==> src/rtl/xor_popcount_pair_filter_macros.svh <==
// Assertion macros shared by the pair filter RTL.
`ifndef XOR_POPCOUNT_PAIR_FILTER_MACROS_SVH
`define XOR_POPCOUNT_PAIR_FILTER_MACROS_SVH

// Same-cycle implication, clocked on clk_i, off during reset.
`define XPF_ASSERT_NOW(lbl, ante, cons, msg) \
  lbl: assert property (@(posedge clk_i) disable iff (!rst_ni) (ante) |-> (cons)) \
    else $error(msg);

// Next-cycle implication, clocked on clk_i, off during reset.
`define XPF_ASSERT_NEXT(lbl, ante, cons, msg) \
  lbl: assert property (@(posedge clk_i) disable iff (!rst_ni) (ante) |=> (cons)) \
    else $error(msg);

`endif

==> src/rtl/xpf_ram.sv <==
// Generic single-write, single-read RAM with registered read data.
module xpf_ram #(
  parameter int unsigned WIDTH = 8,
  parameter int unsigned DEPTH = 2
) (
  input  logic                     clk_i,
  input  logic                     we_i,
  input  logic [$clog2(DEPTH)-1:0] waddr_i,
  input  logic [WIDTH-1:0]         wdata_i,
  input  logic                     re_i,
  input  logic [$clog2(DEPTH)-1:0] raddr_i,
  output logic [WIDTH-1:0]         rdata_o
);

  logic [WIDTH-1:0] mem_q [DEPTH];
  logic [WIDTH-1:0] rdata_q;

  always_ff @(posedge clk_i) begin
    if (we_i) begin
      mem_q[waddr_i] <= wdata_i;
    end
    if (re_i) begin
      rdata_q <= mem_q[raddr_i];
    end
  end

  assign rdata_o = rdata_q;

endmodule

==> config.mk <==
export PLATFORM = sky130hd
export DESIGN_NAME = xpf_ram
export DESIGN_NICKNAME = d
export VERILOG_FILES = /design/src/rtl/xor_popcount_pair_filter_macros.svh /design/src/rtl/xpf_ram.sv
export SDC_FILE = /design/constraint.sdc
export NUM_CORES = 1
export LEC_CHECK = 0
export BUFFER_PORTS_ARGS = -buffer_cell sky130_fd_sc_hd__clkbuf_2
export CORE_MARGIN = 4
export CORE_UTILIZATION = 34
export CTS_CLUSTER_DIAMETER = 30
export CTS_CLUSTER_SIZE = 30
export DETAILED_ROUTE_END_ITERATION = 8
export GPL_TIMING_DRIVEN = 0
export PLACE_DENSITY = 0.59
export SKIP_LAST_GASP = 1
export SYNTH_ARGS = -nofsm -noshare
export SYNTH_HDL_FRONTEND = slang
export SYNTH_SLANG_ARGS = --single-unit
export TNS_END_PERCENT = 5
==> constraint.sdc <==
create_clock -name clk_i -period 1.3 [get_ports clk_i]
set_input_delay 0.26 -clock clk_i [delete_from_list [all_inputs] [get_ports clk_i]]
set_output_delay 0.26 -clock clk_i [all_outputs]
set_load 0.03 [all_outputs]
# Yosys cells after proc, flatten, opt, wreduce, memory -nomap -nowiden
# Memory sizes are Yosys's and may differ from the RTL's. A register that Yosys moved wholly into a read port is not among the register bits.
# Index checks and enable logic that the tools add are counted.
[totals] reg_bits=0 ram_bits=16 mem_count=1 output_inout_bits=8
[memory_table] name="mem_q" depth=2 word_bits=8 rd=1 rd_clocked_by_memory_dff=1 write_ports=1 line="xpf_ram.sv:15" source="logic [WIDTH-1:0] mem_q [DEPTH];"
[op_classes] muxes=2
[op_table] op="$mux 1" n=2

# Logic depth before layout (Yosys ltp)
[depth] ltp_word=2 ltp_mapped=2 ltp_nobuf=1

# Least setup slack after synthesis
# No wires, ideal clock.
[synth_path] path_kind="input -> register" startpoint="in we_i" endpoint="mem mem_q[0][0], enable pin" stages=1 t_arrival_ps=680 slack_ps=247 required_ps=927 cell_sequence="nor2b_1"
[synth_between] elab_chain_len=2
[synth_lines] element="start, declared" line="xpf_ram.sv:7" source="input logic we_i,"
[synth_lines] element="$mux 1" line="xpf_ram.sv:19" source="if (we_i) begin"
[synth_lines] element="$mux 1 (not written as such)" line="xpf_ram.sv:20" source="mem_q[waddr_i] <= wdata_i;"
[synth_lines] element="end, declared" line="xpf_ram.sv:15"
# Every way passes these cells.

# Final worst setup path
[layout_path] startpoint="reg rdata_q[6] (netlist: rdata_o[6]) (read register of mem_q)" endpoint="out rdata_o[6]"
[layout_lines] element="start, declared" line="xpf_ram.sv:16" source="logic [WIDTH-1:0] rdata_q;"
[layout_lines] element="end, declared" line="xpf_ram.sv:12" source="output logic [WIDTH-1:0] rdata_o"
# No word-level cell between the ends.

==> results.sh <==
export IMPL_setup_worst_path_end_class="output pin"
export IMPL_layout_min_cycle_time_ns=1.12
export IMPL_rrSetupSlack_ns=0.41
export IMPL_async_flop_share_pct=0
export IMPL_synth_fp_nets=48
export IMPL_final_area_sq_um=1020
export IMPL_cp_num_buf_inv=1
export IMPL_cts_resized=0
export IMPL_num_antenna_cells=0
export IMPL_cts_buffers=3
export IMPL_drive_above_1_share_pct=54.4
export IMPL_fill_cells=224
export IMPL_start_util_pct=35.2
export IMPL_core_rowCount=18
export IMPL_grt_pass1_vias=354
export IMPL_min_period_over_period_pct=86.2
export IMPL_ios=21
export IMPL_htree_num_levels=1
export IMPL_rsz0062_at_grt="false"
export IMPL_detail_route_vias_per_cell=4.17
export IMPL_crit_fanout=1
export IMPL_worstPathCellList="clkbuf_2"
export IMPL_synth_area_leaders="edfxtp_1 83%, mux2_4 14%, buf_6 1.3%"
export IMPL_synth_seq_cells=24
export IMPL_coreArea_sq_um=2450
export IMPL_drt_pass1_iterations=3
export IMPL_crit_arrival_ns=0.86
export IMPL_drc=0
export IMPL_grt_ovfl_total=0
export IMPL_clock_skew_ns=0.00138
export IMPL_min_path_type="in2reg"
export IMPL_insertion_delay_ns=0.30
export IMPL_ys_seq_area_share_pct=83.4
export IMPL_cp_top_family="flip-flops"
export IMPL_cts_root_buf="clkbuf_4"
export IMPL_drt_iter0_drc=10
export IMPL_max_freq_mhz=892
export IMPL_power_w=0.00135
export IMPL_fin_nets=72
export IMPL_r2r_end="rdata_o[6]"
export IMPL_irDropWorstVdd_mv=0.584
export IMPL_vias=363
export IMPL_die_area_sq_um=3410
export IMPL_clock_sinks=24
export IMPL_ys_warn_count=0
export IMPL_hold_buffers=0
export IMPL_start_kind="flip-flop"
export IMPL_portBuffers=19
export IMPL_clockBufferDepth=2
export IMPL_syn_avg_cell_area_sq_um=24.7
export IMPL_max_cap_violations=0
export IMPL_cp_depth=1
export IMPL_cts_tree="yes"
export IMPL_path_clk_slew_ns=0.11
export IMPL_slowest_stage="edfxtp_1"
export IMPL_die_w_um=58.4
export IMPL_cellLeakagePower_nw=0.398
export IMPL_syn_inst=35
export IMPL_synth_top_area_share_pct=83.4
export IMPL_hold_viol_final=0
export IMPL_cts_setup_buffers=0
export IMPL_fin_tns_setup_ns=0
export IMPL_place_inst=84
export IMPL_globalplace_congestion=0.675
export IMPL_die_h_um=58.4
export IMPL_slew_headroom_pct=54.6
export IMPL_cp_required_ns=1.04
export IMPL_outcome="completed"
export IMPL_syn_area_sq_um=865
export IMPL_crit_path_start="rdata_o[6]"
export IMPL_tightest_slew_ns=0.679
export IMPL_synth_top_cells_by_count="24 x edfxtp_1, 8 x mux2_4, 1 x and2_1, 1 x buf_6, 1 x nor2b_1"
export IMPL_synth_most_common_cell="edfxtp_1"
export IMPL_drt_wl_total_um=951
export IMPL_grt_use_total_pct=6.69
export IMPL_syn_to_final_growth_pct=17.9
export IMPL_synth_cell_types=5
export IMPL_ys_flop_type="edfxtp_1"
export IMPL_final_max_slew_viol_count=0
export IMPL_grt_start_max_net_pins=13
export IMPL_yosysTopAreaCell="edfxtp_1"
export IMPL_wl_per_cell_um=10.9
export IMPL_r2r_start="mem_q[0][6]"
export IMPL_path_class="reg2out"
export IMPL_setup_viol=0
export IMPL_fin_util_pct=41.5
export IMPL_worstRegToRegCells=1
export IMPL_dpl_cell_area_sq_um=997
export IMPL_grt_pass1_wl_mm=1.60
export IMPL_antenna_found_initial=0
export IMPL_p_per_area_nw_per_um2=1330
export IMPL_endpoint="rdata_o[6]"
export IMPL_postRouteAntennaNets=0
export IMPL_max_stage_delay_ns=0.38
export IMPL_synth_edf_count=24
export IMPL_finalNonFillerCells=87
[state kept, by name, summed over array words and instances, names as in the netlist]
| register | cells |
|---|---|
| mem_q | 16 |
| rdata_o | 8 |
[metrics by stage]
stage	setup WS, ns	hold WS [ns]
after CTS	0.154	0.129
final	0.179	0.142
after floorplan	0.247	0.359
after global placement	-0.00312	0.451
after global routing	0.102	0.111
after detailed placement	0.000969	0.455
[area by class of cell]
cell class	instances	area [sq um]	area share, %
Timing Repair Buffer	19	95.1	9.33
Clock buffer	3	22.5	2.21
Multi-Input combinational cell	10	133	13.0
Tap cell	30	37.5	3.68
Buffer	1	11.3	1.10
Sequential cell	24	721	70.7
[layout by cell type, fill, tap and decap left out]
| cell | count |
|---|---|
| clkbuf_4 | 3 |
| nor2b_1 | 1 |
| buf_6 | 1 |
| edfxtp_1 | 24 |
| clkbuf_2 | 19 |
| mux2_4 | 8 |
| and2_1 | 1 |
[power by group]
group          switching, W  leakage, nW  internal [W]
Clock              0.000188       0.0138      0.000108
Combinational     0.0000741        0.156     0.0000605
Sequential        0.0000115        0.228      0.000913
Total              0.000273        0.398       0.00108
[metal layers]
metal / share of wire (%) / track usage (%)
met1: 39 / 8.25
met2: 46 / 8.61
met3: 11 / 1.75
met4: 4.2 / 7.95
met5: 0 / 0
[worst min path at each step]
stage | start | to | slack [ns] | cells past startpoint
6_report | wdata_i[6] | mem_q[1][6] | 0.14 | 1
5_1_grt | wdata_i[6] | mem_q[0][6] | 0.11 | 1
4_1_cts | wdata_i[6] | mem_q[0][6] | 0.13 | 1
3_5_place_dp | wdata_i[6] | mem_q[1][6] | 0.45 | 1
3_3_place_gp | wdata_i[6] | mem_q[0][6] | 0.45 | 1
2_1_floorplan | wdata_i[0] | mem_q[0][0] | 0.36 | 0
[kinds of logic (layout without fill, tap and decap cells)]
logic type	count (synthesis)	count (layout)	synth area share (%)
flip-flops	24	24	83.4
multiplexers	8	8	13.9
AND/OR/NAND/NOR	2	2	1.45
buffers and inverters	1	23	1.30
(Power assumes the default switching activity.)
