### src/rtl/xor_popcount_pair_filter_macros.svh
// Assertion macros shared by the pair filter RTL.
`ifndef XOR_POPCOUNT_PAIR_FILTER_MACROS_SVH
`define XOR_POPCOUNT_PAIR_FILTER_MACROS_SVH

// Same-cycle implication, clocked on clk_i, off during reset.
`define XPF_ASSERT_NOW(lbl, ante, cons, msg) \
  lbl: assert property (@(posedge clk_i) disable iff (!rst_ni) (ante) |-> (cons)) \
    else $error(msg);

// Next-cycle implication, clocked on clk_i, off during reset.
`define XPF_ASSERT_NEXT(lbl, ante, cons, msg) \
  lbl: assert property (@(posedge clk_i) disable iff (!rst_ni) (ante) |=> (cons)) \
    else $error(msg);

`endif

### src/rtl/xpf_pkg.sv
// Types, constants and helpers of the sketch pair filter.
package xpf_pkg;

  localparam int unsigned XPF_STORE_DEPTH = 64;
  localparam int unsigned SKETCH_W        = 128;
  localparam int unsigned HALF_W          = 64;
  localparam int unsigned IDX_W           = 6;
  localparam int unsigned DIST_W          = 8;
  localparam int unsigned PC_W            = 7;
  localparam int unsigned CFG_W           = 7;
  localparam int unsigned CFG_IDX_W       = 2;
  localparam int unsigned INDEX_LIMIT     = 64;
  localparam int unsigned RES_FIFO_DEPTH  = 8;

  localparam logic [CFG_W-1:0]  THR_RESET   = 7'd47;
  localparam logic [DIST_W-1:0] SKETCH_BITS = 8'd128;

  // command codes
  localparam logic CMD_WRITE  = 1'b0;
  localparam logic CMD_SEARCH = 1'b1;

  // register indexes
  localparam logic [CFG_IDX_W-1:0] CFG_THRESHOLD = 2'd0;
  localparam logic [CFG_IDX_W-1:0] CFG_ACTIVE    = 2'd1;

  typedef enum logic [2:0] {
    ST_IDLE,
    ST_QREAD,
    ST_QLOAD,
    ST_SCAN,
    ST_DRAIN
  } xpf_state_e;

  typedef struct packed {
    logic [IDX_W-1:0]  idx;
    logic [DIST_W-1:0] distance;
    logic              found;
    logic              last;
  } xpf_res_t;

  // distance pipeline status towards the controller
  typedef struct packed {
    logic              s0_vld;
    logic              s1_vld;
    logic              s2_vld;
    logic              hit;
    logic [IDX_W-1:0]  idx;
    logic [DIST_W-1:0] distance;
  } xpf_dist_t;

  // popcount of 64 bits: per-byte counts, then a sum over eight bytes
  function automatic logic [PC_W-1:0] popcnt64(input logic [HALF_W-1:0] v);
    logic [7:0][3:0] byte_cnt;
    logic [PC_W-1:0] sum;
    byte_cnt = '0;
    sum      = '0;
    for (int b = 0; b < 8; b++) begin
      for (int k = 0; k < 8; k++) begin
        byte_cnt[b] = byte_cnt[b] + 4'(v[8*b+k]);
      end
    end
    for (int b = 0; b < 8; b++) begin
      sum = sum + PC_W'(byte_cnt[b]);
    end
    return sum;
  endfunction

endpackage

### src/rtl/xpf_fifo.sv
// Result queue between the search engine and the output channel.
module xpf_fifo import xpf_pkg::*; #(
  parameter int unsigned DEPTH = RES_FIFO_DEPTH
) (
  input  logic                       clk_i,
  input  logic                       rst_ni,
  input  logic                       push_i,
  input  xpf_res_t                   push_data_i,
  input  logic                       pop_i,
  output xpf_res_t                   head_o,
  output logic                       valid_o,
  output logic [$clog2(DEPTH+1)-1:0] count_o
);

  localparam int unsigned PTR_W = $clog2(DEPTH);
  localparam int unsigned CNT_W = $clog2(DEPTH + 1);
  localparam logic [PTR_W-1:0] LAST_PTR = PTR_W'(DEPTH - 1);

  xpf_res_t          slot_q [DEPTH];
  logic [PTR_W-1:0]  wr_ptr_q, wr_ptr_d;
  logic [PTR_W-1:0]  rd_ptr_q, rd_ptr_d;
  logic [CNT_W-1:0]  cnt_q, cnt_d;
  logic              do_pop;

  assign do_pop = pop_i && (cnt_q != '0);

  always_comb begin
    wr_ptr_d = wr_ptr_q;
    rd_ptr_d = rd_ptr_q;
    cnt_d    = cnt_q;
    if (push_i) begin
      wr_ptr_d = (wr_ptr_q == LAST_PTR) ? '0 : wr_ptr_q + PTR_W'(1);
    end
    if (do_pop) begin
      rd_ptr_d = (rd_ptr_q == LAST_PTR) ? '0 : rd_ptr_q + PTR_W'(1);
    end
    case ({push_i, do_pop})
      2'b10:   cnt_d = cnt_q + CNT_W'(1);
      2'b01:   cnt_d = cnt_q - CNT_W'(1);
      default: cnt_d = cnt_q;
    endcase
  end

  always_ff @(posedge clk_i or negedge rst_ni) begin
    if (!rst_ni) begin
      wr_ptr_q <= '0;
      rd_ptr_q <= '0;
      cnt_q    <= '0;
    end else begin
      wr_ptr_q <= wr_ptr_d;
      rd_ptr_q <= rd_ptr_d;
      cnt_q    <= cnt_d;
    end
  end

  always_ff @(posedge clk_i) begin
    if (push_i) begin
      slot_q[wr_ptr_q] <= push_data_i;
    end
  end

  assign head_o  = slot_q[rd_ptr_q];
  assign valid_o = (cnt_q != '0);
  assign count_o = cnt_q;

endmodule

### config.mk
export PLATFORM = sky130hd
export DESIGN_NAME = xpf_fifo
export DESIGN_NICKNAME = d
export VERILOG_FILES = /design/src/rtl/xor_popcount_pair_filter_macros.svh /design/src/rtl/xpf_pkg.sv /design/src/rtl/xpf_fifo.sv
export SDC_FILE = /design/constraint.sdc
export NUM_CORES = 1
export LEC_CHECK = 0
export BUFFER_PORTS_ARGS = -buffer_cell sky130_fd_sc_hd__buf_4
export CAP_MARGIN = 10
export CORE_UTILIZATION = 31
export DETAILED_ROUTE_END_ITERATION = 8
export GPL_ROUTABILITY_DRIVEN = 0
export SLEW_MARGIN = 30
export SYNTH_ARGS = -nofsm -noshare
export SYNTH_HDL_FRONTEND = slang
export SYNTH_SLANG_ARGS = --single-unit
export TNS_END_PERCENT = 5
### constraint.sdc
create_clock -name clk_i -period 2.84 [get_ports clk_i]
set_input_delay 0.852 -clock clk_i [delete_from_list [all_inputs] [get_ports clk_i]]
set_output_delay 0.852 -clock clk_i [all_outputs]
set_load 0.01 [all_outputs]
Yosys cells after proc, flatten, opt, wreduce, memory -nomap -nowiden
Memories as Yosys holds them, arrays and structs flattened.
Index checks and enable logic that the tools add are counted.
- register bits after elaboration: 10
- bits in latches: 0
- bits in writable memories: 128
- ROM bits: 0
- bits of input ports: 20
- output and inout bits: 21
- memories: 1
- memory list (name ; words ; bits a word ; rd ports ; clocked after memory_dff ; write ports ; RTL line ; RTL):
    slot_q ; 8 ; 16 ; 1 ; 0 ; 1 ; xpf_fifo.sv:19 ; xpf_res_t slot_q [DEPTH];
- $add $sub $neg: 4
- multipliers: 0
- div/mod/pow operators: 0
- order comparisons: 0
- equality and inequality tests: 4
- shifts and indexed selects: 0
- muxes and demuxes: 5
- bitwise operators: 0
- reductions and logical operators: 3
- operators with widths (cell ; count):
    $pmux W4 S2 ; 1
    $add A3 B1 Y3 const B ; 2
    $eq A3 B3 Y1 const B ; 2
    $mux W3 ; 2
    $add A4 B1 Y4 const B ; 1
    $reduce_bool A4 Y1 ; 1
    $sub A4 B1 Y4 const B ; 1
    $eq A2 B1 Y1 const B ; 1
    $eq A2 B2 Y1 const B ; 1
    $mux W1 ; 2
    $reduce_bool A2 Y1 ; 1
    $logic_and A1 B1 Y1 ; 1

Longest topological paths before layout
- depth in word-level cells: 4
- gate-level depth with buffers: 10
- gate-level depth less buffers: 10

Least setup slack after synthesis
Ideal clock, no wire load.
- path kind: input port to flip-flop
- start: input push_i
- end: memory slot_q[0][0] (netlist bit) (enable)
- library setup time: 0.409 ns
- arrival: 2.080 ns
- data required time: 2.431 ns
- slack: 0.350 ns
- stages: 2
- path buffers: 0
- path through: nand2b_1 > nor3_1
- longest elaborated chain between the ends: 2
- ends and longest elaborated chain (what ; RTL line ; RTL):
    start: declaration ; xpf_fifo.sv:7 ; input logic push_i,
    $mux W1 ; xpf_fifo.sv:57 ; if (push_i) begin
    $mux W1 (not written as such) ; xpf_fifo.sv:58 ; slot_q[wr_ptr_q] <= push_data_i;
    end: declaration ; xpf_fifo.sv:19 ;
Every way passes these cells.

==> qor.yml <==
pwr-share-seq_pct: 37.3
clk_pin_slew_worst_paths_ps: 60
die_area_um2: 18300
synth-simple-area-share_pct: 2.27
worstPathMaxFanout: 13
die-width_um: 135
die_y_um: 135
worst_pin_slew_ps: 344
yosys_warnings: 0
irDropWorstVdd_v: 0.000375
drtPass1Iterations: 4
syn_area_per_cell_um2: 22.6
synthTopCellsByArea: "edfxtp_1 (70%), mux4_1 (11%), dfrtp_1 (4.5%)"
initial_utilization_pct: 31.8
most-common-layout-cells: "edfxtp_1 (128), buf_4 (47), mux4_2 (24), clkbuf_16 (17), mux2_2 (15)"
stdcell_area_um2: 6830
maxCapViolations: 0
crit_path_end_kind: "primary output"
cts-buffers-inserted: 17
hold_class: "input pin to asynchronous set/reset pin"
num_io_pins: 41
cts-root-buf: "clkbuf_16"
p_per_area_nw_per_um2: 1080
insertion_delay_ps: 420
dp_hpwl_um: 5990
pre_cts_slack_ps: 300
wl_per_cell_um: 18.5
p_sw_w: 0.00195
vias: 2514
synthAdderAreaFrac_pct: 1.59
hold_viol: 0
synth-xor-area-share_pct: 0.796
finalSetupViolations: 7
clockBufferDepth: 2
switching_share_pct: 26.5
synth.distinct_cells: 23
finalMaxSlewViolations: 0
fin_crit_sh_pct: 102
p_leak_nw: 2.38
crit_required_ps: 1990
start_kind: "flip-flop"
syn_inst: 243
antenna_found_initial: 0
fin_hold_ws_ps: 256
antenna_left: 0
worst-setup-path-type: "flip-flop to primary output"
post-route-min-period_ps: 2890
yosysSeqAreaShare_pct: 74.4
first_iter_violations: 291
violations: "setup timing"
synth_top_family_by_area: "multiplexers"
max_freq_mhz: 347
synth.ff_latch_count: 138
cts_tree: "done"
relSlewSlack_pct: 76.5
placed_area_um2: 6170
syn2layout_area_growth_pct: 24.2
htreeDepth: 4
fin_ws_ps: -45.0
fp.coreArea_um2: 17300
grt_pass1_vias: 2704
p_total_w: 0.00738
fin_cells: 548
grt.overflow.total: 0
grt_usage_pct: 12.1
wl_um: 10100
synth_compound_area_share_pct: 0.387
muxShareOfSynthArea_pct: 19.2
status: "finished, violations left"
post-route-drc-count: 0
diodes: 0
vias_per_cell: 4.59
place_inst: 516
synth_top_area_share_pct: 69.9
rows: 48
synth_area_um2: 5500
grt_setup_unrepaired: "true"
skew_ps: 8.55
pwr-share-comb_pct: 31.7
grt_first_pass_wirelength_um: 15500
grt_max_degree: 35
clock_power_share_pct: 31.1
p_int_w: 0.00543
numClockSinks: 138
drive_gt1_share_pct: 41.8
syn-num-nets: 270
io_buffers: 40
final_common_cell: "edfxtp_1"
cp.arrival_ps: 2030
nNetsFinal: 337
yosys.area.top_type: "edfxtp_1"
## cells in the mapped netlist
library cell,count
buf_6,4
inv_1,2
a2111oi_0,1
mux4_1,23
edfxtp_1,128
mux2_2,22
dfrtp_1,10
ha_1,7
nor4_1,1
or4_4,1
nand3b_1,1
xnor2_1,2
nor3_1,4
a21oi_1,1
nand3_1,1
nor2_1,8
clkbuf_1,6
xor2_1,3
mux4_2,9
nand2_1,3
nor4b_1,1
a21o_1,1
nand2b_1,4
## sequential cells by signal (all words and copies together) (netlist names)
register  count
count_o       4
rd_ptr_q      3
slot_q      128
wr_ptr_q      3
## layout make-up
cell class                      count  area, um2
Clock inverter                      8        141
Clock buffer                       24        482
Fill cell                        1557      10500
Multi-Input combinational cell     93       1310
Inverter                            2       7.51
Timing Repair Buffer               58        512
Tap cell                          225        282
Sequential cell                   138       4100
## worst max-delay path: stages (launching register included)
cell and delay (ps):
dfrtp_2 450, buf_12 190, mux4_1 560, mux2_2 270, buf_4 140
## metal layers
metal | vias to the layer above | track usage (%) | wire length, um
li1 | 1152 | - | -
met1 | 1301 | 14.2 | 4330
met2 | 51 | 19.9 | 5160
met3 | 10 | 4.79 | 494
met4 | 0 | 4.87 | 135
met5 | - | 0 | 0
## power groups by stage
stage                     Combinational [W]  Sequential, W  Clock (W)
after floorplan                     0.00135        0.00274          0
after detailed placement            0.00217        0.00277          0
after global routing                0.00254        0.00278    0.00243
after CTS                           0.00231        0.00275    0.00235
final                               0.00234        0.00275    0.00229
after global placement              0.00214        0.00275          0
## per-stage QoR
| stage | utilization (%) | setup TNS (ps) |
|---|---|---|
| after floorplan | - | 0 |
| after global placement | 35.7 | 0 |
| after detailed placement | 35.7 | 0 |
| after CTS | 39.4 | -705 |
| after global routing | 39.5 | -1160 |
| final | 39.5 | -202 |
## path summary, 6_finish.rpt
kind	from	end	slack, ps	depth (start not counted)
max	rd_ptr_q[0]$_DFFE_PN0N_	head_o[5]	-50	4
min	rst_ni	count_o[2]$_DFFE_PN0P_	260	1
max reg2reg	count_o[1]$_DFFE_PN0P_	count_o[2]$_DFFE_PN0P_	310	10
min reg2reg	count_o[3]$_DFFE_PN0P_	count_o[3]$_DFFE_PN0P_	510	1
max in group asynchronous	rst_ni	rd_ptr_q[0]$_DFFE_PN0N_	2420	1
min in group clk_i	count_o[3]$_DFFE_PN0P_	count_o[3]$_DFFE_PN0P_	510	1
## cell families (layout without fill, tap and decap cells)
family                   count (synthesis)  after routing
multiplexers                            54             54
flip-flops                             138            138
AO/OA/AOI/OAI                            3              3
buffers and inverters                   12             92
AND/OR/NAND/NOR                         24             24
XOR/XNOR                                 5              5
adder cells (fa/ha/maj)                  7              7
## timing repair
item	CTS	global route
setup buffers	0	0
hold buffers	0	0
pin swaps	0	0
resized for setup	26	12
endpoints found under the setup margin	16	16
Power figures use the tool's default switching activity.
