File: src/rtl/xor_popcount_pair_filter_macros.svh
// Assertion macros shared by the pair filter RTL.
`ifndef XOR_POPCOUNT_PAIR_FILTER_MACROS_SVH
`define XOR_POPCOUNT_PAIR_FILTER_MACROS_SVH

// Same-cycle implication, clocked on clk_i, off during reset.
`define XPF_ASSERT_NOW(lbl, ante, cons, msg) \
  lbl: assert property (@(posedge clk_i) disable iff (!rst_ni) (ante) |-> (cons)) \
    else $error(msg);

// Next-cycle implication, clocked on clk_i, off during reset.
`define XPF_ASSERT_NEXT(lbl, ante, cons, msg) \
  lbl: assert property (@(posedge clk_i) disable iff (!rst_ni) (ante) |=> (cons)) \
    else $error(msg);

`endif

File: src/rtl/xpf_pkg.sv
// Types, constants and helpers of the sketch pair filter.
package xpf_pkg;

  localparam int unsigned XPF_STORE_DEPTH = 64;
  localparam int unsigned SKETCH_W        = 128;
  localparam int unsigned HALF_W          = 64;
  localparam int unsigned IDX_W           = 6;
  localparam int unsigned DIST_W          = 8;
  localparam int unsigned PC_W            = 7;
  localparam int unsigned CFG_W           = 7;
  localparam int unsigned CFG_IDX_W       = 2;
  localparam int unsigned INDEX_LIMIT     = 64;
  localparam int unsigned RES_FIFO_DEPTH  = 8;

  localparam logic [CFG_W-1:0]  THR_RESET   = 7'd47;
  localparam logic [DIST_W-1:0] SKETCH_BITS = 8'd128;

  // command codes
  localparam logic CMD_WRITE  = 1'b0;
  localparam logic CMD_SEARCH = 1'b1;

  // register indexes
  localparam logic [CFG_IDX_W-1:0] CFG_THRESHOLD = 2'd0;
  localparam logic [CFG_IDX_W-1:0] CFG_ACTIVE    = 2'd1;

  typedef enum logic [2:0] {
    ST_IDLE,
    ST_QREAD,
    ST_QLOAD,
    ST_SCAN,
    ST_DRAIN
  } xpf_state_e;

  typedef struct packed {
    logic [IDX_W-1:0]  idx;
    logic [DIST_W-1:0] distance;
    logic              found;
    logic              last;
  } xpf_res_t;

  // distance pipeline status towards the controller
  typedef struct packed {
    logic              s0_vld;
    logic              s1_vld;
    logic              s2_vld;
    logic              hit;
    logic [IDX_W-1:0]  idx;
    logic [DIST_W-1:0] distance;
  } xpf_dist_t;

  // popcount of 64 bits: per-byte counts, then a sum over eight bytes
  function automatic logic [PC_W-1:0] popcnt64(input logic [HALF_W-1:0] v);
    logic [7:0][3:0] byte_cnt;
    logic [PC_W-1:0] sum;
    byte_cnt = '0;
    sum      = '0;
    for (int b = 0; b < 8; b++) begin
      for (int k = 0; k < 8; k++) begin
        byte_cnt[b] = byte_cnt[b] + 4'(v[8*b+k]);
      end
    end
    for (int b = 0; b < 8; b++) begin
      sum = sum + PC_W'(byte_cnt[b]);
    end
    return sum;
  endfunction

endpackage

File: src/rtl/xpf_dist.sv
// Distance pipeline: XOR, split popcount, sum and threshold test.
module xpf_dist import xpf_pkg::*; (
  input  logic                clk_i,
  input  logic                rst_ni,
  input  logic                issue_i,
  input  logic [IDX_W-1:0]    idx_i,
  input  logic [SKETCH_W-1:0] query_i,
  input  logic [SKETCH_W-1:0] rdata_i,
  input  logic [CFG_W-1:0]    thr_i,
  output xpf_dist_t           stat_o
);

  logic                s0_vld_q, s1_vld_q, s2_vld_q;
  logic [IDX_W-1:0]    s0_idx_q, s1_idx_q, s2_idx_q;
  logic [PC_W-1:0]     pc_lo_q, pc_hi_q;
  logic [SKETCH_W-1:0] diff;
  logic [DIST_W-1:0]   sum;
  logic [DIST_W-1:0]   far_bound;
  logic [DIST_W-1:0]   s2_dist_q;
  logic                s2_hit_q;
  logic                hit;

  // s0 lines up with the RAM's registered read
  assign diff      = query_i ^ rdata_i;
  assign sum       = DIST_W'(pc_lo_q) + DIST_W'(pc_hi_q);
  assign far_bound = SKETCH_BITS - DIST_W'(thr_i);
  assign hit       = (sum < DIST_W'(thr_i)) || (sum > far_bound);

  always_ff @(posedge clk_i or negedge rst_ni) begin
    if (!rst_ni) begin
      s0_vld_q <= 1'b0;
      s1_vld_q <= 1'b0;
      s2_vld_q <= 1'b0;
    end else begin
      s0_vld_q <= issue_i;
      s1_vld_q <= s0_vld_q;
      s2_vld_q <= s1_vld_q;
    end
  end

  always_ff @(posedge clk_i) begin
    s0_idx_q  <= idx_i;
    s1_idx_q  <= s0_idx_q;
    pc_lo_q   <= popcnt64(diff[HALF_W-1:0]);
    pc_hi_q   <= popcnt64(diff[SKETCH_W-1:HALF_W]);
    s2_idx_q  <= s1_idx_q;
    s2_dist_q <= sum;
    s2_hit_q  <= hit;
  end

  assign stat_o = '{
    s0_vld:   s0_vld_q,
    s1_vld:   s1_vld_q,
    s2_vld:   s2_vld_q,
    hit:      s2_hit_q,
    idx:      s2_idx_q,
    distance: s2_dist_q
  };

endmodule

File: config.mk
export PLATFORM = sky130hd
export DESIGN_NAME = xpf_dist
export DESIGN_NICKNAME = d
export VERILOG_FILES = /design/src/rtl/xor_popcount_pair_filter_macros.svh /design/src/rtl/xpf_pkg.sv /design/src/rtl/xpf_dist.sv
export SDC_FILE = /design/constraint.sdc
export NUM_CORES = 1
export LEC_CHECK = 0
export ABC_AREA = 1
export BUFFER_PORTS_ARGS = -buffer_cell sky130_fd_sc_hd__buf_2
export CORE_ASPECT_RATIO = 0.9
export CORE_MARGIN = 2
export CORE_UTILIZATION = 35
export DETAILED_ROUTE_END_ITERATION = 8
export HOLD_SLACK_MARGIN = 0.15
export PLACE_DENSITY = 0.65
export SYNTH_ARGS = -nofsm -noshare
export SYNTH_HDL_FRONTEND = slang
export SYNTH_SLANG_ARGS = --single-unit
File: constraint.sdc
create_clock -name clk_i -period 3.2 [get_ports clk_i]
set_input_delay 0.32 -clock clk_i [delete_from_list [all_inputs] [get_ports clk_i]]
set_output_delay 0.32 -clock clk_i [all_outputs]
set_load 0.05 [all_outputs]
## After elaboration in Yosys (flattened, before gate mapping)

Cells that the tools add are included.

| storage, ports and cells | value |
|---|---|
| word-level logic and storage cells | 142 |
| register bits | 44 |
| input bits | 272 |
| output and inout bits | 18 |

| cells by class | value |
|---|---|
| reductions and logical operators | 1 |
| $lt $le $gt $ge | 2 |
| add/subtract/negate cells | 128 |
| bitwise gates (word level) | 1 |

Operator list:

| cell | number |
|---|---|
| adder 4 x 1 -> 4 bit | 64 |
| XOR 128 bit | 1 |
| adder 3 x 1 -> 4 bit | 16 |
| adder 7 x 4 -> 7 bit | 8 |
| adder 2 x 1 -> 3 bit | 16 |
| adder 1 x 1 -> 2 bit | 16 |
| adder 6 x 4 -> 7 bit | 2 |
| adder 5 x 4 -> 6 bit | 2 |
| adder 4 x 4 -> 5 bit | 2 |
| adder 7 x 7 -> 8 bit | 1 |
| greater-than comparator 8 bit | 1 |
| less-than comparator 8 x 7 -> 1 bit | 1 |
| subtractor 8 x 7 -> 8 bit (first input constant) | 1 |
| logical OR 1 bit | 1 |

## Logic depth before layout (Yosys ltp)

Gate-level depths: netlist of the first run.

| depth | value |
|---|---|
| depth after elaboration | 15 |
| gate-level depth with buffers | 24 |

## Least setup slack after synthesis of the first run

Ideal clock, no wire load.

| timing path | value |
|---|---|
| path type | input to register |
| from | input rdata_i[21] |
| to | register pc_lo_q[6] |
| arrival | 5.687 ns |
| setup slack | -2.606 ns |
| required time | 3.081 ns |
| library setup time | 0.119 ns |
| stages | 19 |
| path through | xor2_1 > fa_1 > inv_1 > fa_1 > inv_1 > fa_1 > fa_1 > fa_1 > fa_1 > inv_1 > fa_1 > fa_1 > inv_1 > ha_1 > fa_1 > nand3_1 > nand2_1 > a21oi_1 > o21bai_1 |

| on the way | value |
|---|---|
| longest elaborated chain between the ends | 10 |

Ends and longest elaborated chain:

| element | line | source |
|---|---|---|
| from (decl) | xpf_dist.sv:8 | `input logic [SKETCH_W-1:0] rdata_i,` |
| XOR 128 bit | xpf_dist.sv:24 | `assign diff = query_i ^ rdata_i;` |
| adder 4 x 1 -> 4 bit (3 in series) | xpf_pkg.sv:59 | `byte_cnt[b] = byte_cnt[b] + 4'(v[8*b+k]);` |
| adder 5 x 4 -> 6 bit | xpf_pkg.sv:63 | `sum = sum + PC_W'(byte_cnt[b]);` |
| adder 6 x 4 -> 7 bit | xpf_pkg.sv:63 |  |
| adder 7 x 4 -> 7 bit (4 in series) | xpf_pkg.sv:63 |  |
| to (signal assigned) | xpf_dist.sv:44 | `pc_lo_q <= popcnt64(diff[HALF_W-1:0]);` |
| to (decl) | xpf_dist.sv:15 | `logic [PC_W-1:0] pc_lo_q, pc_hi_q;` |

Every way passes these cells.

## Final worst setup path of the first run

| timing path | value |
|---|---|
| from | input rdata_i[81] |
| to | register pc_hi_q[6] |

| on the way | value |
|---|---|
| longest elaborated chain between the ends | 14 |

Ends and longest elaborated chain:

| element | line | source |
|---|---|---|
| XOR 128 bit | xpf_dist.sv:24 |  |
| adder 1 x 1 -> 2 bit | xpf_pkg.sv:59 |  |
| adder 2 x 1 -> 3 bit | xpf_pkg.sv:59 |  |
| adder 3 x 1 -> 4 bit | xpf_pkg.sv:59 |  |
| adder 4 x 1 -> 4 bit (4 in series) | xpf_pkg.sv:59 |  |
| adder 5 x 4 -> 6 bit | xpf_pkg.sv:63 |  |
| adder 6 x 4 -> 7 bit | xpf_pkg.sv:63 |  |
| adder 7 x 4 -> 7 bit (4 in series) | xpf_pkg.sv:63 |  |
| to (signal assigned) | xpf_dist.sv:45 | `pc_hi_q <= popcnt64(diff[SKETCH_W-1:HALF_W]);` |
| to (decl) | xpf_dist.sv:15 |  |

Every way passes these cells.

==> results.md, run 1 <==
- Register area share after synthesis: 14.9%
- Initial DRC count: 59
- Yosys cell types: 25
- Final setup viols: 14
- Max_slew headroom: 75.5%
- Crit Path Class: in -> reg
- I/O pin count: 290
- Fmax: 182 MHz
- Core box area: 16800 um2
- Final hold vios: 0
- Worst setup EP type: register
- Vias per std cell: 4.09
- Initial DRT Pass Iterations: 4
- Crit path max fanout: 2
- R2r setup slk: 0.97 ns
- Post-DP HPWL: 11.3 mm
- Worst setup SP type: primary input
- Clock tree root driver cell: clkbuf_16
- Tightest Pin Transition: 0.366 ns
- Die Wd: 142 um
- Final worst slack: -2.30 ns
- Max Cap Viol: 0
- Initial antenna violation count: 0
- Vias in the first global route: 4773
- Status: complete, but fails checks
- Nets@finish: 1334
- H-tree depth: 2
- Post-route clock period utilization: 172%
- Share of post-route cells with drive strength above 1: 44.8%
- Yosys warns: 0
- Hold_sp: s0_idx_q[2]$_DFF_P_
- CTS Buf Count: 5
- DR WL/cell: 10.8 um
- Die height: 128 um
- Row count: 45
- Ant. Diodes: 0
- GP Congestion: 0.773
- Total grt overflow: 0
- Mean area per synthesized cell: 10.3 um2
- Largest net degree at the start of global routing: 16
- Clk sinks: 44
- First-pass GRT wire length: 20.0 mm
- Multi-input logic area: 4890 um2
- CTS tree: done
- Arr. time, crit path: 5.71 ns
- IO Port Bufs: 289
- Crit. Startpoint: rdata_i[81]
- Area growth from synthesis to layout: 40.8%
- Hold WS: 0.324 ns
- Final Util: 50.2%
- Synth Cell Area: 6000 um2
- Worst Skew: 0.00635 ns
- Clock transition at path regs: 0.06 ns
- Via Count: 4553
- Min Tclk post-route: 5.50 ns
- Commonest non-fill, non-tap cell in the layout: buf_2
- Die ar.: 18200 um2
- Total Neg Setup Slack: -29.04 ns
- Fin. max-slew vios: 0
- Synthesized instance count: 585
- Most frequent cells in the layout: buf_2, inv_1, fa_1, xor2_1, ha_1
- Initial core utilization: 35.6%
- Worst hold path type: reg -> reg
- # DRC: 0
- Register area: 896 um2
- Critical path required time: 3.41 ns
- Routed WL: 12.0 mm
- Worst-Skew Late Latency: 0.28 ns
- Failing checks: negative setup slack
- GRT Total Usage: 13.4%
- Launching point of the worst reg2reg path: pc_hi_q[0]$_DFF_P_
- CTS max path bufs: 2
- Post-Synthesis Net Count: 1018
- Post-route ant nets: 0
- Seq cells post-synth: 44
- Worst slack at placement: -2.66 ns
- RSZ-0062 raised after global routing: true
- Filler instances: 1555
## metal layers
layer  part of all wire (%)  wire length [um]  vias up  GRT usage [%]
met5                      0                 0        -              0
met4                   0.32                38        0           1.76
met3                    4.2               510        4           1.20
met1                     40              4810     2090           15.8
met2                     55              6680      129           26.7
li1                       -                 -     2330              -
## worst max-delay path: stages
cell,delay [ns]
buf_6,0.09
xor2_2,0.17
fa_1,0.55
inv_2,0.04
fa_1,0.56
inv_2,0.05
fa_2,0.44
fa_1,0.53
fa_2,0.46
fa_2,0.58
inv_2,0.03
fa_1,0.49
fa_1,0.42
inv_2,0.08
ha_4,0.13
inv_2,0.03
fa_2,0.32
nand3b_1,0.17
nand2_2,0.08
a21oi_1,0.06
o21bai_1,0.10
## cells by family after synthesis
| group | count (synthesis) | synth area share [%] |
|---|---|---|
| compound gates | 19 | 1.81 |
| xor+xnor | 143 | 20.9 |
| fa+ha+maj | 161 | 47.2 |
| buf+inv | 142 | 9.14 |
| flops | 44 | 14.9 |
| simple gates | 76 | 6.01 |
## repair_timing
| action | CTS | global route |
|---|---|---|
| resized for setup | 35 | 27 |
| setup buffers | 1 | 1 |
| pin swaps | 17 | 24 |
| hold buffers | 8 | 0 |
| endpoints found under the setup margin | 14 | 14 |
| hold endpoints to repair | 10 | 0 |
## metrics by stage
| stage | instances | area (um2) |
|---|---|---|
| finish | 1113 | 8450 |
| global route | 1113 | 8450 |
| CTS | 1113 | 8350 |
| detailed placement | 1097 | 7930 |
| global placement | 1097 | 7930 |
| floorplan | 585 | 6130 |
## cell usage after synthesis (all sizes together)
cell type	number	area share, %
dfrtp	3	1.3
xor2	97	14
nand4	7	0.73
nor2	6	0.46
nand3b	1	0.13
and3	1	0.10
buf	4	0.50
xnor2	46	6.7
ha	52	11
nor3	2	0.33
a21oi	15	1.3
a21o	2	0.25
o21bai	2	0.25
nand3	11	0.92
dfxtp	41	14
inv	137	8.6
fa	109	36
or2	4	0.46
nand2	44	2.9
clkinv	1	0.063
## path summary, 6_finish.rpt
| path | to | depth (start not counted) |
|---|---|---|
| worst max-delay path | pc_hi_q[6]$_DFF_P_ | 21 |
| worst min-delay path | s1_idx_q[2]$_DFF_P_ | 0 |
| worst max register to register | s2_hit_q$_DFF_P_ | 12 |
| worst min register to register | s1_idx_q[2]$_DFF_P_ | 0 |
| max in group asynchronous | s2_vld_q$_DFF_PN0_ | 2 |
| min in group asynchronous | s1_vld_q$_DFF_PN0_ | 2 |
## registers in the layout (all words and copies together), names as in the netlist
register / cells
s1_vld_q: 1
pc_lo_q: 7
s2_idx_q: 6
s2_hit_q: 1
s2_vld_q: 1
pc_hi_q: 7
s2_dist_q: 8
s0_vld_q: 1
s0_idx_q: 6
s1_idx_q: 6
## layout make-up
type / count / area share [%]
clock inverters: 3 / 0.548
flip-flops and latches: 44 / 10.6
multi-input cells: 399 / 57.9
inverters: 138 / 6.13
clock buffers: 5 / 1.48
repair buffers: 313 / 20.2
well taps: 211 / 3.12
Power of run 1 is not shown: default switching activity piles up to over one toggle a cycle in this logic, so the estimate is an artifact.
==> inputs of run 2 (changes only) <==
--- a/config.mk
+++ b/config.mk
@@ -5,14 +5,14 @@
 export SDC_FILE = /design/constraint.sdc
 export NUM_CORES = 1
 export LEC_CHECK = 0
-export ABC_AREA = 1
 export BUFFER_PORTS_ARGS = -buffer_cell sky130_fd_sc_hd__buf_2
+export CAP_MARGIN = 40
 export CORE_ASPECT_RATIO = 0.9
 export CORE_MARGIN = 2
 export CORE_UTILIZATION = 35
 export DETAILED_ROUTE_END_ITERATION = 8
 export HOLD_SLACK_MARGIN = 0.15
-export PLACE_DENSITY = 0.65
+export PLACE_DENSITY = 0.66
 export SYNTH_ARGS = -nofsm -noshare
 export SYNTH_HDL_FRONTEND = slang
 export SYNTH_SLANG_ARGS = --single-unit
==> results.md, run 2 <==
- Status: complete, but fails checks
- Failing checks: negative setup slack
- CP dominant cell by count: inv_2
- Buffer and inverter count on the worst path: 7
- Worst-Skew Late Latency: 0.28 ns
- Cells along the critical path: buf_8, xor2_2, fa_1, fa_2, inv_2, fa_1, fa_2, fa_1, inv_2, fa_2, inv_2, fa_1, fa_1, inv_2, ha_4, inv_2, fa_2, inv_2, a21o_1, a21oi_2, o21ai_1
- Yosys warns: 0
- Critical-path top delay cell: fa_2
- Clk sinks: 44
- Worst slack at placement: -2.74 ns
- Tightest Pin Transition: 0.395 ns
- EDFF count, synth: 0
- RSZ-0062 raised after global routing: true
- Final std cells w/o fill: 1077
- Hold Crit Depth: 0
- Total grt overflow: 0
- Crit Path Class: in -> reg
- Top cells by count, synth: inv_1, fa_1, xor2_1
- CTS max path bufs: 2
- Crit path depth: 21
- Synth area leader: fa_1
- Largest net degree at the start of global routing: 16
- Clock tree root driver cell: clkbuf_16
- Biggest regs: s2_dist_q x8, pc_hi_q x7, pc_lo_q x7
- Post-DP HPWL: 10.5 mm
- Largest register by flop count: s2_dist_q
- Max Cap Viol: 0
- Fmax: 180 MHz
- Crit path max-delay family: adder cells
- Crit path max fanout: 2
- Die Wd: 141 um
- Placed insts: 1060
- Arr. time, crit path: 5.71 ns
- Critical path required time: 3.36 ns
- Post-route ant nets: 0
- Die height: 127 um
- CTS Buf Count: 5
- Seq cells post-synth: 44
- Critical Path Max Stage Delay: 0.59 ns
- Post-Synthesis Net Count: 980
- Main area contributors after synthesis: fa_1, dfxtp_1, xor2_1
- Worst hold path type: reg -> reg
- Ys flop type: dfxtp_1
- Area growth from synthesis to layout: 39.8%
- I/O pin count: 290
- Row count: 45
- Post-route clock period utilization: 173%
- Hold WS: 0.326 ns
- Vias per std cell: 4.09
- Final worst slack: -2.35 ns
- Ant. Diodes: 0
- CTS tree: done
- Share of post-route cells with drive strength above 1: 43.4%
- R2r setup slk: 0.27 ns
- IO Port Bufs: 289
- Commonest non-fill, non-tap cell in the layout: buf_2
- Via Count: 4407
- Worst Skew: 0.00463 ns
- First-pass GRT wire length: 19.0 mm
- Max_slew headroom: 73.4%
- Most frequent cell after synthesis: inv_1
- Clock transition at path regs: 0.06 ns
- Min Tclk post-route: 5.55 ns
- Core box area: 16700 um2
- Total Neg Setup Slack: -30.03 ns
- Final hold vios: 0
- Fin. max-slew vios: 0
- R2R depth: 11
- Yosys cell types: 29
- Worst setup EP type: register
- Final setup viols: 14
- Yosys top cell area share: 37.0%
- Initial core utilization: 35.4%
- Worst r2r dst: s2_hit_q$_DFF_P_
- Register area share after synthesis: 15.2%
- Most frequent cells in the layout: buf_2, inv_1, fa_1, xor2_1, xnor2_1
- Launching point of the worst reg2reg path: pc_lo_q[0]$_DFF_P_
- Routed WL: 11.3 mm
- Initial DRT Pass Iterations: 4
- DR WL/cell: 10.4 um
- GP Congestion: 0.771
- Nets@finish: 1298
- Die ar.: 17900 um2
- Ys async rst share: 6.82%
- Initial antenna violation count: 0
- Synthesized instance count: 547
- # DRC: 0
- Initial DRC count: 59
- Mean area per synthesized cell: 10.8 um2
- Crit. Startpoint: query_i[125]
- Synth Cell Area: 5900 um2
- Worst setup SP type: primary input
- GRT Total Usage: 12.7%
- H-tree depth: 2
- Vias in the first global route: 4547
- Hold_sp: s0_idx_q[4]$_DFF_P_
- WHS Endpoint: s1_idx_q[4]$_DFF_P_
- Max reg flops: 8
[run 2: cell count changes after synthesis, moves of 5 or more]
cell,before,now
nand3_1,11,2
o21ai_0,0,7
xnor2_1,46,57
xor2_1,97,89
inv_1,133,126
nor2b_1,0,5
nand2_1,43,10
[run 2: logic make-up (layout without fill, tap and decap cells)]
family,Yosys count,count (layout),synth area share [%]
DFF,44,44,15.2
adders and majority gates,161,161,48.0
AOI/OAI and AO/OA,36,36,4.16
and+or+nand+nor,30,30,2.46
buffers and inverters,130,449,8.52
xor gates and xnor gates,146,146,21.7
[run 2: layout make-up]
| cell class | instances | area (um2) |
|---|---|---|
| fill | 1537 | 8410 |
| multi-input combinational | 373 | 4750 |
| timing repair buffer | 315 | 1700 |
| sequential | 44 | 896 |
| inverter | 126 | 473 |
| tap | 211 | 264 |
| clock buffer | 5 | 125 |
| clock inverter | 3 | 46.3 |
[run 2: worst max path at each step]
stage / end / slack [ns]
after floorplan: pc_lo_q[4]$_DFF_P_ / -2.41
after global placement: pc_lo_q[4]$_DFF_P_ / -2.66
after detailed placement: pc_lo_q[5]$_DFF_P_ / -2.74
after CTS: pc_lo_q[6]$_DFF_P_ / -2.35
after global routing: pc_hi_q[6]$_DFF_P_ / -2.51
final: pc_hi_q[6]$_DFF_P_ / -2.35
[run 2: layer usage]
metal / track usage [%] / wire (um) / vias to the layer above
li1: - / - / 2249
met1: 15.5 / 4560 / 2031
met2: 24.7 / 6170 / 121
met3: 1.09 / 457 / 6
met4: 2.47 / 75 / 0
met5: 0 / 0 / -
[run 2: metrics by stage]
stage / utilization, % / area (um2)
6_report: 49.5 / 8250
5_1_grt: 49.5 / 8250
4_1_cts: 48.9 / 8150
3_5_place_dp: 46.7 / 7770
3_3_place_gp: 46.7 / 7770
2_1_floorplan: - / 5970
[run 2: repair_timing]
item	4_1_cts	5_1_grt
gates resized for setup	26	25
setup endpoints to repair	14	14
hold endpoints to repair	10	0
hold buffers	8	0
pin swaps	39	19
setup buffers	1	1
Power of run 2 is left out for the same reason.
